[config.mk]
export PLATFORM = sky130hd
export DESIGN_NAME = binary_image_centroid_balance_unit_flat
export DESIGN_NICKNAME = d
export VERILOG_FILES = /design/src/sv/bicb_pkg.sv /design/src/sv/bicb_if.sv /design/src/sv/bicb_front.sv /design/src/sv/bicb_fifo.sv /design/src/sv/bicb_div.sv /design/src/sv/bicb_back.sv /design/src/sv/binary_image_centroid_balance_unit.sv /design/src/flat_wrapper.sv
export SDC_FILE = /design/constraint.sdc
export NUM_CORES = 1
export LEC_CHECK = 0
export BUFFER_PORTS_ARGS = -buffer_cell sky130_fd_sc_hd__buf_2
export CORE_ASPECT_RATIO = 0.5
export CORE_MARGIN = 1
export CORE_UTILIZATION = 37
export CTS_CLUSTER_SIZE = 30
export DETAILED_ROUTE_END_ITERATION = 16
export MAX_ROUTING_LAYER = met4
export PLACE_DENSITY_LB_ADDON = 0.08
export SLEW_MARGIN = 10
export SYNTH_ARGS = -nofsm -noshare
export SYNTH_HDL_FRONTEND = slang
export SYNTH_SLANG_ARGS = --single-unit
[constraint.sdc]
create_clock -name clk -period 19.9 [get_ports clk]
set_input_delay 3.98 -clock clk [delete_from_list [all_inputs] [get_ports clk]]
set_output_delay 3.98 -clock clk [all_outputs]
set_load 0.03 [all_outputs]
[src/sv/bicb_pkg.sv]
// ----------------------------------------------------------------------------
// bicb_pkg
// Shared widths, codes, types and helpers of the centroid balance unit.
// ----------------------------------------------------------------------------
package bicb_pkg;

    localparam int DEF_MAX_DIMENSION = 256;
    localparam int DEF_FRACTION_BITS = 16;

    localparam int CFG_W       = 9;   // configuration register width
    localparam int CFG_IDX_W   = 1;   // configuration register index width
    localparam int CODE_W      = 2;   // pixel code width
    localparam int COUNT_W     = 17;  // pixel counters
    localparam int SUM_W       = 24;  // coordinate sums
    localparam int OUT_W       = 17;  // balance outputs
    localparam int DIM_LIMIT_W = 13;  // holds the largest supported dimension
    localparam int QUEUE_DEPTH = 2;

    localparam logic [CODE_W-1:0] PIX_FOREGROUND = 2'd1;
    localparam logic [CODE_W-1:0] PIX_HOLE       = 2'd3;

    localparam logic [CFG_IDX_W-1:0] REG_IMAGE_HEIGHT = 1'd0;
    localparam logic [CFG_IDX_W-1:0] REG_IMAGE_WIDTH  = 1'd1;

    // Accumulated totals of one finished image
    typedef struct packed {
        logic [COUNT_W-1:0] fg_count;
        logic [SUM_W-1:0]   fg_row_sum;
        logic [SUM_W-1:0]   fg_col_sum;
        logic [COUNT_W-1:0] hole_count;
        logic [SUM_W-1:0]   hole_row_sum;
        logic [CFG_W-1:0]   height;
        logic [CFG_W-1:0]   width;
        logic               no_holes;
    } img_sums_t;

    typedef enum logic [1:0] {
        OP_VERT,
        OP_HORZ,
        OP_HOLE
    } bal_op_t;

    typedef enum logic [2:0] {
        B_IDLE,
        B_LOAD,
        B_START,
        B_WAIT,
        B_NEXT,
        B_OUT
    } back_state_t;

    // Zero acts as one, anything above the limit acts as the limit
    function automatic logic [DIM_LIMIT_W-1:0] eff_dim(input logic [CFG_W-1:0] v,
                                                      input int unsigned max_dim);
        logic [DIM_LIMIT_W-1:0] ext;
        logic [DIM_LIMIT_W-1:0] lim;
        logic [DIM_LIMIT_W-1:0] res;
        ext = DIM_LIMIT_W'(v);
        lim = DIM_LIMIT_W'(max_dim);
        if (ext == '0)
            res = DIM_LIMIT_W'(1);
        else if (ext > lim)
            res = lim;
        else
            res = ext;
        return res;
    endfunction

endpackage

[src/sv/bicb_if.sv]
// ----------------------------------------------------------------------------
// bicb_if
// Valid/ready channels for pixel and result transactions.
// ----------------------------------------------------------------------------
interface pixel_if
    import bicb_pkg::*;
();
    logic              valid;
    logic              ready;
    logic [CODE_W-1:0] pixel_code;
    logic              no_holes;

    modport source (output valid, output pixel_code, output no_holes, input ready);
    modport sink   (input valid, input pixel_code, input no_holes, output ready);
endinterface

interface result_if
    import bicb_pkg::*;
();
    logic             valid;
    logic             ready;
    logic [OUT_W-1:0] vertical_balance;
    logic [OUT_W-1:0] horizontal_balance;
    logic [OUT_W-1:0] hole_balance;
    logic             foreground_empty;
    logic             hole_empty;

    modport source (output valid, output vertical_balance, output horizontal_balance,
                    output hole_balance, output foreground_empty, output hole_empty,
                    input ready);
    modport sink   (input valid, input vertical_balance, input horizontal_balance,
                    input hole_balance, input foreground_empty, input hole_empty,
                    output ready);
endinterface

[src/sv/bicb_front.sv]
// ----------------------------------------------------------------------------
// bicb_front
// Raster position tracking and per-image accumulation of pixel statistics.
// ----------------------------------------------------------------------------
module bicb_front
    import bicb_pkg::*;
#(
    parameter int MAX_DIMENSION = DEF_MAX_DIMENSION
)
(
    input  logic                 clk,
    input  logic                 rst_n,
    pixel_if.sink                pixels,
    input  logic                 cfg_wr_en,
    input  logic [CFG_IDX_W-1:0] cfg_index,
    input  logic [CFG_W-1:0]     cfg_data,
    output logic                 push,
    output img_sums_t            push_data,
    input  logic                 full
);

    localparam int POS_W = $clog2(MAX_DIMENSION);
    localparam int DIM_W = $clog2(MAX_DIMENSION + 1);

    logic [CFG_W-1:0]   height_reg;
    logic [CFG_W-1:0]   width_reg;
    logic [POS_W-1:0]   row_reg;
    logic [POS_W-1:0]   col_reg;
    logic [COUNT_W-1:0] fg_cnt_reg,   fg_cnt_next;
    logic [SUM_W-1:0]   fg_rsum_reg,  fg_rsum_next;
    logic [SUM_W-1:0]   fg_csum_reg,  fg_csum_next;
    logic [COUNT_W-1:0] hl_cnt_reg,   hl_cnt_next;
    logic [SUM_W-1:0]   hl_rsum_reg,  hl_rsum_next;

    logic [DIM_W-1:0] h_eff;
    logic [DIM_W-1:0] w_eff;
    logic             last_col;
    logic             last_row;
    logic             accept;

    assign pixels.ready = !full;
    assign accept       = pixels.valid && pixels.ready;

    assign h_eff    = DIM_W'(eff_dim(height_reg, MAX_DIMENSION));
    assign w_eff    = DIM_W'(eff_dim(width_reg, MAX_DIMENSION));
    // a position past the end (dimension shrunk mid-image) counts as the last
    assign last_col = DIM_W'(col_reg) >= (w_eff - DIM_W'(1));
    assign last_row = DIM_W'(row_reg) >= (h_eff - DIM_W'(1));

    always_comb
    begin
        fg_cnt_next  = fg_cnt_reg;
        fg_rsum_next = fg_rsum_reg;
        fg_csum_next = fg_csum_reg;
        hl_cnt_next  = hl_cnt_reg;
        hl_rsum_next = hl_rsum_reg;
        if (pixels.pixel_code == PIX_FOREGROUND)
        begin
            fg_cnt_next  = fg_cnt_reg + COUNT_W'(1);
            fg_rsum_next = fg_rsum_reg + SUM_W'(row_reg);
            fg_csum_next = fg_csum_reg + SUM_W'(col_reg);
        end
        else if (pixels.pixel_code == PIX_HOLE)
        begin
            hl_cnt_next  = hl_cnt_reg + COUNT_W'(1);
            hl_rsum_next = hl_rsum_reg + SUM_W'(row_reg);
        end
    end

    // snapshot includes the last pixel's own contribution
    always_comb
    begin
        push_data.fg_count     = fg_cnt_next;
        push_data.fg_row_sum   = fg_rsum_next;
        push_data.fg_col_sum   = fg_csum_next;
        push_data.hole_count   = hl_cnt_next;
        push_data.hole_row_sum = hl_rsum_next;
        push_data.height       = height_reg;
        push_data.width        = width_reg;
        push_data.no_holes     = pixels.no_holes;
    end

    assign push = accept && last_col && last_row;

    always_ff @(posedge clk or negedge rst_n)
    begin
        if (!rst_n)
        begin
            height_reg <= CFG_W'(1);
            width_reg  <= CFG_W'(1);
        end
        else if (cfg_wr_en)
        begin
            unique case (cfg_index)
                REG_IMAGE_HEIGHT: height_reg <= cfg_data;
                REG_IMAGE_WIDTH:  width_reg  <= cfg_data;
                default: ;
            endcase
        end
    end

    always_ff @(posedge clk or negedge rst_n)
    begin
        if (!rst_n)
        begin
            row_reg     <= '0;
            col_reg     <= '0;
            fg_cnt_reg  <= '0;
            fg_rsum_reg <= '0;
            fg_csum_reg <= '0;
            hl_cnt_reg  <= '0;
            hl_rsum_reg <= '0;
        end
        else if (accept)
        begin
            if (last_col && last_row)
            begin
                row_reg     <= '0;
                col_reg     <= '0;
                fg_cnt_reg  <= '0;
                fg_rsum_reg <= '0;
                fg_csum_reg <= '0;
                hl_cnt_reg  <= '0;
                hl_rsum_reg <= '0;
            end
            else
            begin
                fg_cnt_reg  <= fg_cnt_next;
                fg_rsum_reg <= fg_rsum_next;
                fg_csum_reg <= fg_csum_next;
                hl_cnt_reg  <= hl_cnt_next;
                hl_rsum_reg <= hl_rsum_next;
                if (last_col)
                begin
                    col_reg <= '0;
                    row_reg <= row_reg + POS_W'(1);
                end
                else
                begin
                    col_reg <= col_reg + POS_W'(1);
                end
            end
        end
    end

endmodule

[src/sv/bicb_fifo.sv]
// ----------------------------------------------------------------------------
// bicb_fifo
// Short queue of finished image totals between accumulator and divider side.
// ----------------------------------------------------------------------------
module bicb_fifo
    import bicb_pkg::*;
#(
    parameter int DEPTH = QUEUE_DEPTH
)
(
    input  logic      clk,
    input  logic      rst_n,
    input  logic      push,
    input  img_sums_t push_data,
    output logic      full,
    input  logic      pop,
    output img_sums_t pop_data,
    output logic      empty
);

    localparam int PTR_W = (DEPTH > 1) ? $clog2(DEPTH) : 1;
    localparam int CNT_W = $clog2(DEPTH + 1);

    img_sums_t        entry_reg [DEPTH];
    logic [PTR_W-1:0] wr_ptr_reg;
    logic [PTR_W-1:0] rd_ptr_reg;
    logic [CNT_W-1:0] count_reg;

    assign full     = (count_reg == CNT_W'(DEPTH));
    assign empty    = (count_reg == '0);
    assign pop_data = entry_reg[rd_ptr_reg];

    always_ff @(posedge clk)
    begin
        if (push)
            entry_reg[wr_ptr_reg] <= push_data;
    end

    always_ff @(posedge clk or negedge rst_n)
    begin
        if (!rst_n)
        begin
            wr_ptr_reg <= '0;
            rd_ptr_reg <= '0;
            count_reg  <= '0;
        end
        else
        begin
            if (push)
                wr_ptr_reg <= (wr_ptr_reg == PTR_W'(DEPTH - 1)) ? '0 : wr_ptr_reg + PTR_W'(1);
            if (pop)
                rd_ptr_reg <= (rd_ptr_reg == PTR_W'(DEPTH - 1)) ? '0 : rd_ptr_reg + PTR_W'(1);
            if (push && !pop)
                count_reg <= count_reg + CNT_W'(1);
            else if (pop && !push)
                count_reg <= count_reg - CNT_W'(1);
        end
    end

    a_no_overflow: assert property (@(posedge clk) disable iff (!rst_n) !(push && full))
        else $error("queue written while full");
    a_no_underflow: assert property (@(posedge clk) disable iff (!rst_n) !(pop && empty))
        else $error("queue read while empty");
    a_count_bound: assert property (@(posedge clk) disable iff (!rst_n)
                                    count_reg <= CNT_W'(DEPTH))
        else $error("queue count beyond depth");

endmodule

[src/sv/bicb_div.sv]
// ----------------------------------------------------------------------------
// bicb_div
// Restoring divider, one quotient bit per cycle.
// ----------------------------------------------------------------------------
module bicb_div
    import bicb_pkg::*;
#(
    parameter int NUM_W = SUM_W + 2 + DEF_FRACTION_BITS,
    parameter int DEN_W = COUNT_W + 1 + DIM_LIMIT_W
)
(
    input  logic             clk,
    input  logic             rst_n,
    input  logic             start,
    input  logic [NUM_W-1:0] num,
    input  logic [DEN_W-1:0] den,
    output logic             busy,
    output logic             done,
    output logic [NUM_W-1:0] quo
);

    localparam int CNT_W = $clog2(NUM_W);

    logic             busy_reg;
    logic             done_reg;
    logic [CNT_W-1:0] cnt_reg;
    logic [DEN_W-1:0] rem_reg;
    logic [NUM_W-1:0] quo_reg;
    logic [DEN_W-1:0] den_reg;

    logic [DEN_W:0] rem_shift;
    logic [DEN_W:0] den_ext;
    logic           fits;

    assign rem_shift = {rem_reg, quo_reg[NUM_W-1]};
    assign den_ext   = {1'b0, den_reg};
    assign fits      = rem_shift >= den_ext;

    assign busy = busy_reg;
    assign done = done_reg;
    assign quo  = quo_reg;

    always_ff @(posedge clk)
    begin
        if (start)
        begin
            quo_reg <= num;
            den_reg <= den;
            rem_reg <= '0;
        end
        else if (busy_reg)
        begin
            // remainder stays below the divisor, so its top bit is always clear
            rem_reg <= fits ? DEN_W'(rem_shift - den_ext) : rem_shift[DEN_W-1:0];
            quo_reg <= {quo_reg[NUM_W-2:0], fits};
        end
    end

    always_ff @(posedge clk or negedge rst_n)
    begin
        if (!rst_n)
        begin
            busy_reg <= 1'b0;
            done_reg <= 1'b0;
            cnt_reg  <= '0;
        end
        else
        begin
            done_reg <= 1'b0;
            if (start)
            begin
                busy_reg <= 1'b1;
                cnt_reg  <= '0;
            end
            else if (busy_reg)
            begin
                cnt_reg <= cnt_reg + CNT_W'(1);
                if (cnt_reg == CNT_W'(NUM_W - 1))
                begin
                    busy_reg <= 1'b0;
                    done_reg <= 1'b1;
                end
            end
        end
    end

endmodule

[src/sv/bicb_back.sv]
// ----------------------------------------------------------------------------
// bicb_back
// Per-image balance computation through one shared divider, result register.
// ----------------------------------------------------------------------------
module bicb_back
    import bicb_pkg::*;
#(
    parameter int MAX_DIMENSION = DEF_MAX_DIMENSION,
    parameter int FRACTION_BITS = DEF_FRACTION_BITS
)
(
    input  logic      clk,
    input  logic      rst_n,
    input  img_sums_t pop_data,
    input  logic      empty,
    output logic      pop,
    result_if.source  results
);

    localparam int DIM_W  = $clog2(MAX_DIMENSION + 1);
    localparam int BASE_W = SUM_W + 2;
    localparam int NUM_W  = BASE_W + FRACTION_BITS;
    localparam int DEN_W  = COUNT_W + 1 + DIM_W;

    localparam logic [NUM_W-1:0] ONE_FULL = NUM_W'(1) << FRACTION_BITS;
    localparam logic [OUT_W-1:0] ONE_Q    = ONE_FULL[OUT_W-1:0];

    back_state_t state_reg, state_next;
    bal_op_t     op_reg;
    img_sums_t   ent_reg;

    logic [NUM_W-1:0] num_reg;
    logic [DEN_W-1:0] den_reg;
    logic [OUT_W-1:0] vert_reg;
    logic [OUT_W-1:0] horz_reg;
    logic [OUT_W-1:0] hole_reg;

    logic             out_valid_reg;
    logic [OUT_W-1:0] out_vert_reg;
    logic [OUT_W-1:0] out_horz_reg;
    logic [OUT_W-1:0] out_hole_reg;
    logic             out_fg_empty_reg;
    logic             out_hole_empty_reg;

    logic [SUM_W-1:0]   op_sum;
    logic [COUNT_W-1:0] op_cnt;
    logic [DIM_W-1:0]   op_dim;
    logic               op_no_holes;
    logic               op_skip;
    logic [BASE_W-1:0]  base;
    logic [NUM_W-1:0]   num_calc;
    logic [DEN_W-1:0]   den_calc;

    logic             div_start;
    logic             div_busy;
    logic             div_done;
    logic [NUM_W-1:0] div_quo;

    logic             out_load;
    logic             res_wr;
    logic [OUT_W-1:0] res_val;

    // operand selection for the balance in hand
    always_comb
    begin
        op_sum = ent_reg.fg_row_sum;
        op_cnt = ent_reg.fg_count;
        op_dim = DIM_W'(eff_dim(ent_reg.height, MAX_DIMENSION));
        unique case (op_reg)
            OP_VERT:
            begin
                op_sum = ent_reg.fg_row_sum;
                op_cnt = ent_reg.fg_count;
                op_dim = DIM_W'(eff_dim(ent_reg.height, MAX_DIMENSION));
            end
            OP_HORZ:
            begin
                op_sum = ent_reg.fg_col_sum;
                op_cnt = ent_reg.fg_count;
                op_dim = DIM_W'(eff_dim(ent_reg.width, MAX_DIMENSION));
            end
            OP_HOLE:
            begin
                op_sum = ent_reg.hole_row_sum;
                op_cnt = ent_reg.hole_count;
                op_dim = DIM_W'(eff_dim(ent_reg.height, MAX_DIMENSION));
            end
            default: ;
        endcase
    end

    assign op_no_holes = (op_reg == OP_HOLE) && ent_reg.no_holes;
    assign op_skip     = op_no_holes || (op_cnt == '0);
    // (2*sum + count) * 2^F over 2*count*dim
    assign base        = BASE_W'({op_sum, 1'b0}) + BASE_W'(op_cnt);
    assign num_calc    = {base, {FRACTION_BITS{1'b0}}};
    assign den_calc    = DEN_W'({op_cnt, 1'b0}) * DEN_W'(op_dim);

    bicb_div #(
        .NUM_W (NUM_W),
        .DEN_W (DEN_W)
    ) u_div (
        .clk   (clk),
        .rst_n (rst_n),
        .start (div_start),
        .num   (num_reg),
        .den   (den_reg),
        .busy  (div_busy),
        .done  (div_done),
        .quo   (div_quo)
    );

    always_ff @(posedge clk or negedge rst_n)
    begin
        if (!rst_n)
            state_reg <= B_IDLE;
        else
            state_reg <= state_next;
    end

    always_comb
    begin
        state_next = state_reg;
        pop        = 1'b0;
        div_start  = 1'b0;
        out_load   = 1'b0;
        res_wr     = 1'b0;
        res_val    = div_quo[OUT_W-1:0];
        unique case (state_reg)
            B_IDLE:
            begin
                if (!empty)
                begin
                    pop        = 1'b1;
                    state_next = B_LOAD;
                end
            end
            B_LOAD:
            begin
                if (op_skip)
                begin
                    res_wr     = 1'b1;
                    res_val    = op_no_holes ? ONE_Q : '0;
                    state_next = B_NEXT;
                end
                else
                begin
                    state_next = B_START;
                end
            end
            B_START:
            begin
                div_start  = 1'b1;
                state_next = B_WAIT;
            end
            B_WAIT:
            begin
                if (div_done)
                begin
                    res_wr     = 1'b1;
                    state_next = B_NEXT;
                end
            end
            B_NEXT:
            begin
                state_next = (op_reg == OP_HOLE) ? B_OUT : B_LOAD;
            end
            B_OUT:
            begin
                if (!out_valid_reg || results.ready)
                begin
                    out_load   = 1'b1;
                    state_next = B_IDLE;
                end
            end
            default: state_next = B_IDLE;
        endcase
    end

    always_ff @(posedge clk or negedge rst_n)
    begin
        if (!rst_n)
        begin
            op_reg <= OP_VERT;
        end
        else if (pop)
        begin
            op_reg <= OP_VERT;
        end
        else if (state_reg == B_NEXT)
        begin
            unique case (op_reg)
                OP_VERT: op_reg <= OP_HORZ;
                OP_HORZ: op_reg <= OP_HOLE;
                default: op_reg <= OP_VERT;
            endcase
        end
    end

    always_ff @(posedge clk)
    begin
        if (pop)
            ent_reg <= pop_data;
        if (state_reg == B_LOAD)
        begin
            num_reg <= num_calc;
            den_reg <= den_calc;
        end
        if (res_wr)
        begin
            unique case (op_reg)
                OP_VERT: vert_reg <= res_val;
                OP_HORZ: horz_reg <= res_val;
                OP_HOLE: hole_reg <= res_val;
                default: ;
            endcase
        end
        if (out_load)
        begin
            out_vert_reg       <= vert_reg;
            out_horz_reg       <= horz_reg;
            out_hole_reg       <= hole_reg;
            out_fg_empty_reg   <= (ent_reg.fg_count == '0);
            out_hole_empty_reg <= !ent_reg.no_holes && (ent_reg.hole_count == '0);
        end
    end

    always_ff @(posedge clk or negedge rst_n)
    begin
        if (!rst_n)
            out_valid_reg <= 1'b0;
        else if (out_load)
            out_valid_reg <= 1'b1;
        else if (results.ready)
            out_valid_reg <= 1'b0;
    end

    assign results.valid              = out_valid_reg;
    assign results.vertical_balance   = out_vert_reg;
    assign results.horizontal_balance = out_horz_reg;
    assign results.hole_balance       = out_hole_reg;
    assign results.foreground_empty   = out_fg_empty_reg;
    assign results.hole_empty         = out_hole_empty_reg;

    a_start_idle: assert property (@(posedge clk) disable iff (!rst_n) div_start |-> !div_busy)
        else $error("divider restarted while busy");
    a_wait_live: assert property (@(posedge clk) disable iff (!rst_n)
                                  (state_reg == B_WAIT) |-> (div_busy || div_done))
        else $error("waiting on an idle divider");
    a_load_shows: assert property (@(posedge clk) disable iff (!rst_n)
                                   out_load |=> results.valid)
        else $error("loaded result not presented");

endmodule

[src/sv/binary_image_centroid_balance_unit.sv]
// ----------------------------------------------------------------------------
// binary_image_centroid_balance_unit
// Foreground and hole centroid balances of a raster-scanned binary image.
// ----------------------------------------------------------------------------
// Usage
//   pixels  : in raster order, one transaction per cycle while the
//             queue is not full (code 1 foreground, code 3 hole).
//             no_holes is only looked at on the last pixel of an image.
//   results : one transaction per image: vertical/horizontal foreground
//             balance, hole row balance (Q1.FRACTION_BITS, truncated) and
//             the two empty flags. Empty classes give zero and set the
//             flag; under no_holes the hole balance is one, flag clear.
//   cfg_*   : image_height (index 0) and image_width (index 1), written
//             while the unit is idle or between pixels of an image.
// Throughput: one pixel per cycle while the queue is not full. Each
//   image costs the back end up to three serial divisions; a queue
//   of QUEUE_DEPTH image totals decouples the accumulator from the
//   divider, so images of at least ~150 pixels stream without stalls.
//   Shorter images are paced by the divider, a one-bit-per-cycle
//   restoring divider with NUM_W = 26 + FRACTION_BITS quotient bits.
// Reset: height and width return to 1, positions and sums clear, queue
//   and result register empty. A stalled result holds in the output
//   register; pixels keep flowing until the queue fills.
// ----------------------------------------------------------------------------
module binary_image_centroid_balance_unit
    import bicb_pkg::*;
#(
    parameter int MAX_DIMENSION = DEF_MAX_DIMENSION,
    parameter int FRACTION_BITS = DEF_FRACTION_BITS
)
(
    input  logic                 clk,
    input  logic                 rst_n,
    pixel_if.sink                pixels,
    result_if.source             results,
    input  logic                 cfg_wr_en,
    input  logic [CFG_IDX_W-1:0] cfg_index,
    input  logic [CFG_W-1:0]     cfg_data
);

    // image totals handed from accumulator to divider side
    img_sums_t push_data;
    img_sums_t pop_data;
    logic      push;
    logic      pop;
    logic      full;
    logic      empty;

    // front end: positions, accumulation, snapshot on the last pixel
    bicb_front #(
        .MAX_DIMENSION (MAX_DIMENSION)
    ) u_front (
        .clk       (clk),
        .rst_n     (rst_n),
        .pixels    (pixels),
        .cfg_wr_en (cfg_wr_en),
        .cfg_index (cfg_index),
        .cfg_data  (cfg_data),
        .push      (push),
        .push_data (push_data),
        .full      (full)
    );

    bicb_fifo #(
        .DEPTH (QUEUE_DEPTH)
    ) u_fifo (
        .clk       (clk),
        .rst_n     (rst_n),
        .push      (push),
        .push_data (push_data),
        .full      (full),
        .pop       (pop),
        .pop_data  (pop_data),
        .empty     (empty)
    );

    // back end: three balances through a shared divider, output register
    bicb_back #(
        .MAX_DIMENSION (MAX_DIMENSION),
        .FRACTION_BITS (FRACTION_BITS)
    ) u_back (
        .clk      (clk),
        .rst_n    (rst_n),
        .pop_data (pop_data),
        .empty    (empty),
        .pop      (pop),
        .results  (results)
    );

endmodule
[src/flat_wrapper.sv]
// flat-port wrapper written by rule: the top's interface ports become plain ports
module binary_image_centroid_balance_unit_flat import bicb_pkg::*;
#(
    parameter int MAX_DIMENSION = DEF_MAX_DIMENSION,
    parameter int FRACTION_BITS = DEF_FRACTION_BITS
)
  (clk, rst_n, cfg_wr_en, cfg_index, cfg_data, pixels_valid, pixels_pixel_code, pixels_no_holes, pixels_ready, results_valid, results_vertical_balance, results_horizontal_balance, results_hole_balance, results_foreground_empty, results_hole_empty, results_ready);
  pixel_if pixels_i ();
  result_if results_i ();
  input  logic clk;
  input  logic rst_n;
  input  logic cfg_wr_en;
  input  logic [CFG_IDX_W-1:0] cfg_index;
  input  logic [CFG_W-1:0] cfg_data;
  input wire logic [$bits(pixels_i.valid)-1:0] pixels_valid;
  input wire logic [$bits(pixels_i.pixel_code)-1:0] pixels_pixel_code;
  input wire logic [$bits(pixels_i.no_holes)-1:0] pixels_no_holes;
  output wire logic [$bits(pixels_i.ready)-1:0] pixels_ready;
  output wire logic [$bits(results_i.valid)-1:0] results_valid;
  output wire logic [$bits(results_i.vertical_balance)-1:0] results_vertical_balance;
  output wire logic [$bits(results_i.horizontal_balance)-1:0] results_horizontal_balance;
  output wire logic [$bits(results_i.hole_balance)-1:0] results_hole_balance;
  output wire logic [$bits(results_i.foreground_empty)-1:0] results_foreground_empty;
  output wire logic [$bits(results_i.hole_empty)-1:0] results_hole_empty;
  input wire logic [$bits(results_i.ready)-1:0] results_ready;
  assign pixels_i.valid = pixels_valid;
  assign pixels_i.pixel_code = pixels_pixel_code;
  assign pixels_i.no_holes = pixels_no_holes;
  assign pixels_ready = pixels_i.ready;
  assign results_valid = results_i.valid;
  assign results_vertical_balance = results_i.vertical_balance;
  assign results_horizontal_balance = results_i.horizontal_balance;
  assign results_hole_balance = results_i.hole_balance;
  assign results_foreground_empty = results_i.foreground_empty;
  assign results_hole_empty = results_i.hole_empty;
  assign results_i.ready = results_ready;
  binary_image_centroid_balance_unit #(.MAX_DIMENSION(MAX_DIMENSION), .FRACTION_BITS(FRACTION_BITS)) u_core (.clk(clk), .rst_n(rst_n), .pixels(pixels_i), .results(results_i), .cfg_wr_en(cfg_wr_en), .cfg_index(cfg_index), .cfg_data(cfg_data));
endmodule
==> out/summary.txt <==
CTS tree = built
Number of global-route vias before repair = 23,500
Mapped Area = 38,700 sq um
CTS Buf Count = 78
Commonest cells in the netlist = edfxtp_1 (599), nand2_1 (376), inv_1 (248), nor2_1 (226), o21ai_0 (172)
Met3 Use GR = 2.57%
Worst hold path class = reg2reg
Hold_buf cts = 0
1st-iter DRT viols = 1,417
Final instance area = 43,500 sq um
Power density over the cells = 124 nW/um^2
Slew @ Worst Pin = 1.05 ns
Setup repair bufs after CTS = 0
CP Capture Type = flip-flop
Area contributors post-synth = edfxtp_1 (46%), dfrtp_1 (10%), fa_1 (5.7%), ha_1 (4.6%), mux2_2 (4.2%)
First-pass GRT wire length = 142,000 um
#FFs+latches synth = 784
Met1 Use GR = 26.9%
Die Width = 460 um
Resize count post-CTS = 0
Worst setup path start = pixels_valid
Share of cells above drive strength 1 = 12.2%
Syn nets = 3,456
R2R cell count = 23
Tcrit/Tclk final = 35.6%
Die ar. = 106,000 sq um
Initial antenna violation count = 0
Min cycle time layout = 7.08 ns
Max Cap Viol = 0
Routed Antenna Nets = 0
Worst hold path cell count = 0
Fmax = 141 MHz
Slew headroom = 29.1%
Post-synthesis sequential area ratio = 58.1%
CTS Root Cell = clkbuf_16
CP startpoint kind = primary input
Reg2Reg Setup Slack = 12.93 ns
Synth Area per Inst = 12.2 sq um
R2r endpoint = u_core.u_back.den_reg[26]
Crit Path Max Fanout = 61
Post-placement cell area = 40,800 sq um
Final net count = 3,539
Post-synth EDFFs = 599
Most common cell in the netlist = edfxtp_1
Setup TNS = 0 ns
Hpwl dp = 61,100 um
Top_reg_cell synth = edfxtp_1
Max reg flops = 250
Synth area leader = edfxtp_1
Slowest CP cell = buf_4
Die H = 231 um
Worst-Skew Late Latency = 0.68 ns
Largest net degree at the start of global routing = 73
Hold Startpoint = u_core.u_back.hole_reg[11]
Slew Viols, Final = 0
H-tree level count = 3
Async SR Flop Fraction = 20.2%
Wire length per cell = 19.3 um
Worst EP required = 20.19 ns
Critical path cell sequence = buf_2, and2_4, and3_1, nor2b_4, buf_4, buf_4
Status = complete, no violations
Io pins = 73
Crit path DAT = 7.37 ns
R2R Path Start = u_core.u_back.op_reg[0]
Lkg Pwr = 16.7 nW
Detail-routed via count per cell = 4.98
Final WL = 91,300 um
# DRC = 0
Clock sinks = 784
Worst ir drop on vdd = 0.0000662 V
Final hold vios = 0
# port buffers = 72
Placer Congestion = 0.810
Cell repeated most along the worst path = buf_4
Setup repair after global routing missed its margin = false
Synth cell types = 69
Drt pass-1 iters = 7
Fin Clk Skew = 0.0315 ns
Mapped Cells = 3,186
Core Box Area = 103,000 sq um
Gr ovfl total = 0
Tot GR Track Use = 18.0%
Top Usage Layer GRT = met1
Via count = 23,600
Final setup violation count = 0
Clk buf depth = 3
Reg clk slew, reported paths = 0.06 ns
Initial Utilization = 37.6%
CP max stage delay = 0.83 ns
Crit Path Class = in2reg
Hold Path Sink = u_core.u_back.results.hole_balance[11]
Yosys top cell area share = 46.4%
Met2 usage = 25.2%
Synth warnings = 0
Row Count = 83
Area Growth Syn to Fin = 12.2%
## report_power, final
part           switching (W)  total, W  internal, W  leakage, nW
logic               0.000958   0.00163     0.000667         8.02
clock network       0.000663   0.00154     0.000878         1.28
registers           0.000154   0.00222      0.00207         7.42
## critical path, delay by kind of cell
| family | cells | cell delay, ns |
|---|---|---|
| buffers and inverters | 3 | 1.65 |
| and+or+nand+nor | 3 | 1.59 |
## routing by layer
layer	routed length [um]	vias to the layer above
met3	2980	124
met2	38000	347
met1	48200	11700
li1	-	11400
met5	0	-
met4	2090	0
## cells by family (layout without fill, tap and decap cells)
| family | count (synthesis) | after routing | share of synthesized area [%] |
|---|---|---|---|
| buffers and inverters | 354 | 502 | 3.47 |
| other | 0 | 2 | 0 |
| adders and majority gates | 252 | 252 | 10.3 |
| xor gates and xnor gates | 173 | 173 | 3.91 |
| DFF | 784 | 784 | 58.1 |
| and+or+nand+nor | 953 | 953 | 11.2 |
| AOI/OAI and AO/OA | 483 | 483 | 7.78 |
| muxes | 187 | 187 | 5.30 |
## through the flow
step                      util [%]  std cells  worst slack [ns]  hold WS (ns)  power (W)
final                         42.1       4738             12.82         0.402    0.00539
after global routing          42.1       4736             12.44         0.423    0.00575
after CTS                     42.1       4735             12.79         0.402    0.00546
after detailed placement      39.5       4590             12.05         0.405    0.00389
after global placement        39.5       4590             12.12         0.401    0.00388
after floorplan                  -       3186              9.22         0.400    0.00345
## placed cells by master, fill, tap and decap left out, drive strengths merged, types with 29 or more instances in the layout
cell type,n
xor2,69
buf,109
nor2,226
mux2,145
edfxtp,599
a21oi,105
and3,43
nand2b,38
nor3,59
inv,251
dfrtp,156
and2,58
fa,111
ha,141
clkinv,31
clkbuf,97
xnor2,104
a21o,29
nand3,59
mux2i,42
o21ai,176
nand2,376
## final cells by class
class	instances	area [sq um]
fillers	9643	59700
flip-flops and latches	784	22500
multi-input cells	2048	15000
clock buffers	97	2110
well taps	1402	1750
inverters	248	933
repair buffers	109	664
clock inverters	48	537
diodes	2	5.00
## how the worst max path moves through the flow
| stage | to | slack [ns] | cells past startpoint |
|---|---|---|---|
| after floorplan | u_core.u_fifo.entry_reg[0][0] | 9.22 | 4 |
| after global placement | u_core.u_fifo.entry_reg[0][68] | 12.12 | 6 |
| after detailed placement | u_core.u_fifo.entry_reg[0][26] | 12.05 | 6 |
| after CTS | u_core.u_fifo.entry_reg[0][66] | 12.79 | 6 |
| after global routing | u_core.u_back.den_reg[26] | 12.44 | 23 |
| final | u_core.u_fifo.entry_reg[0][16] | 12.82 | 6 |
No activity file was read; power rests on OpenSTA's default activity.
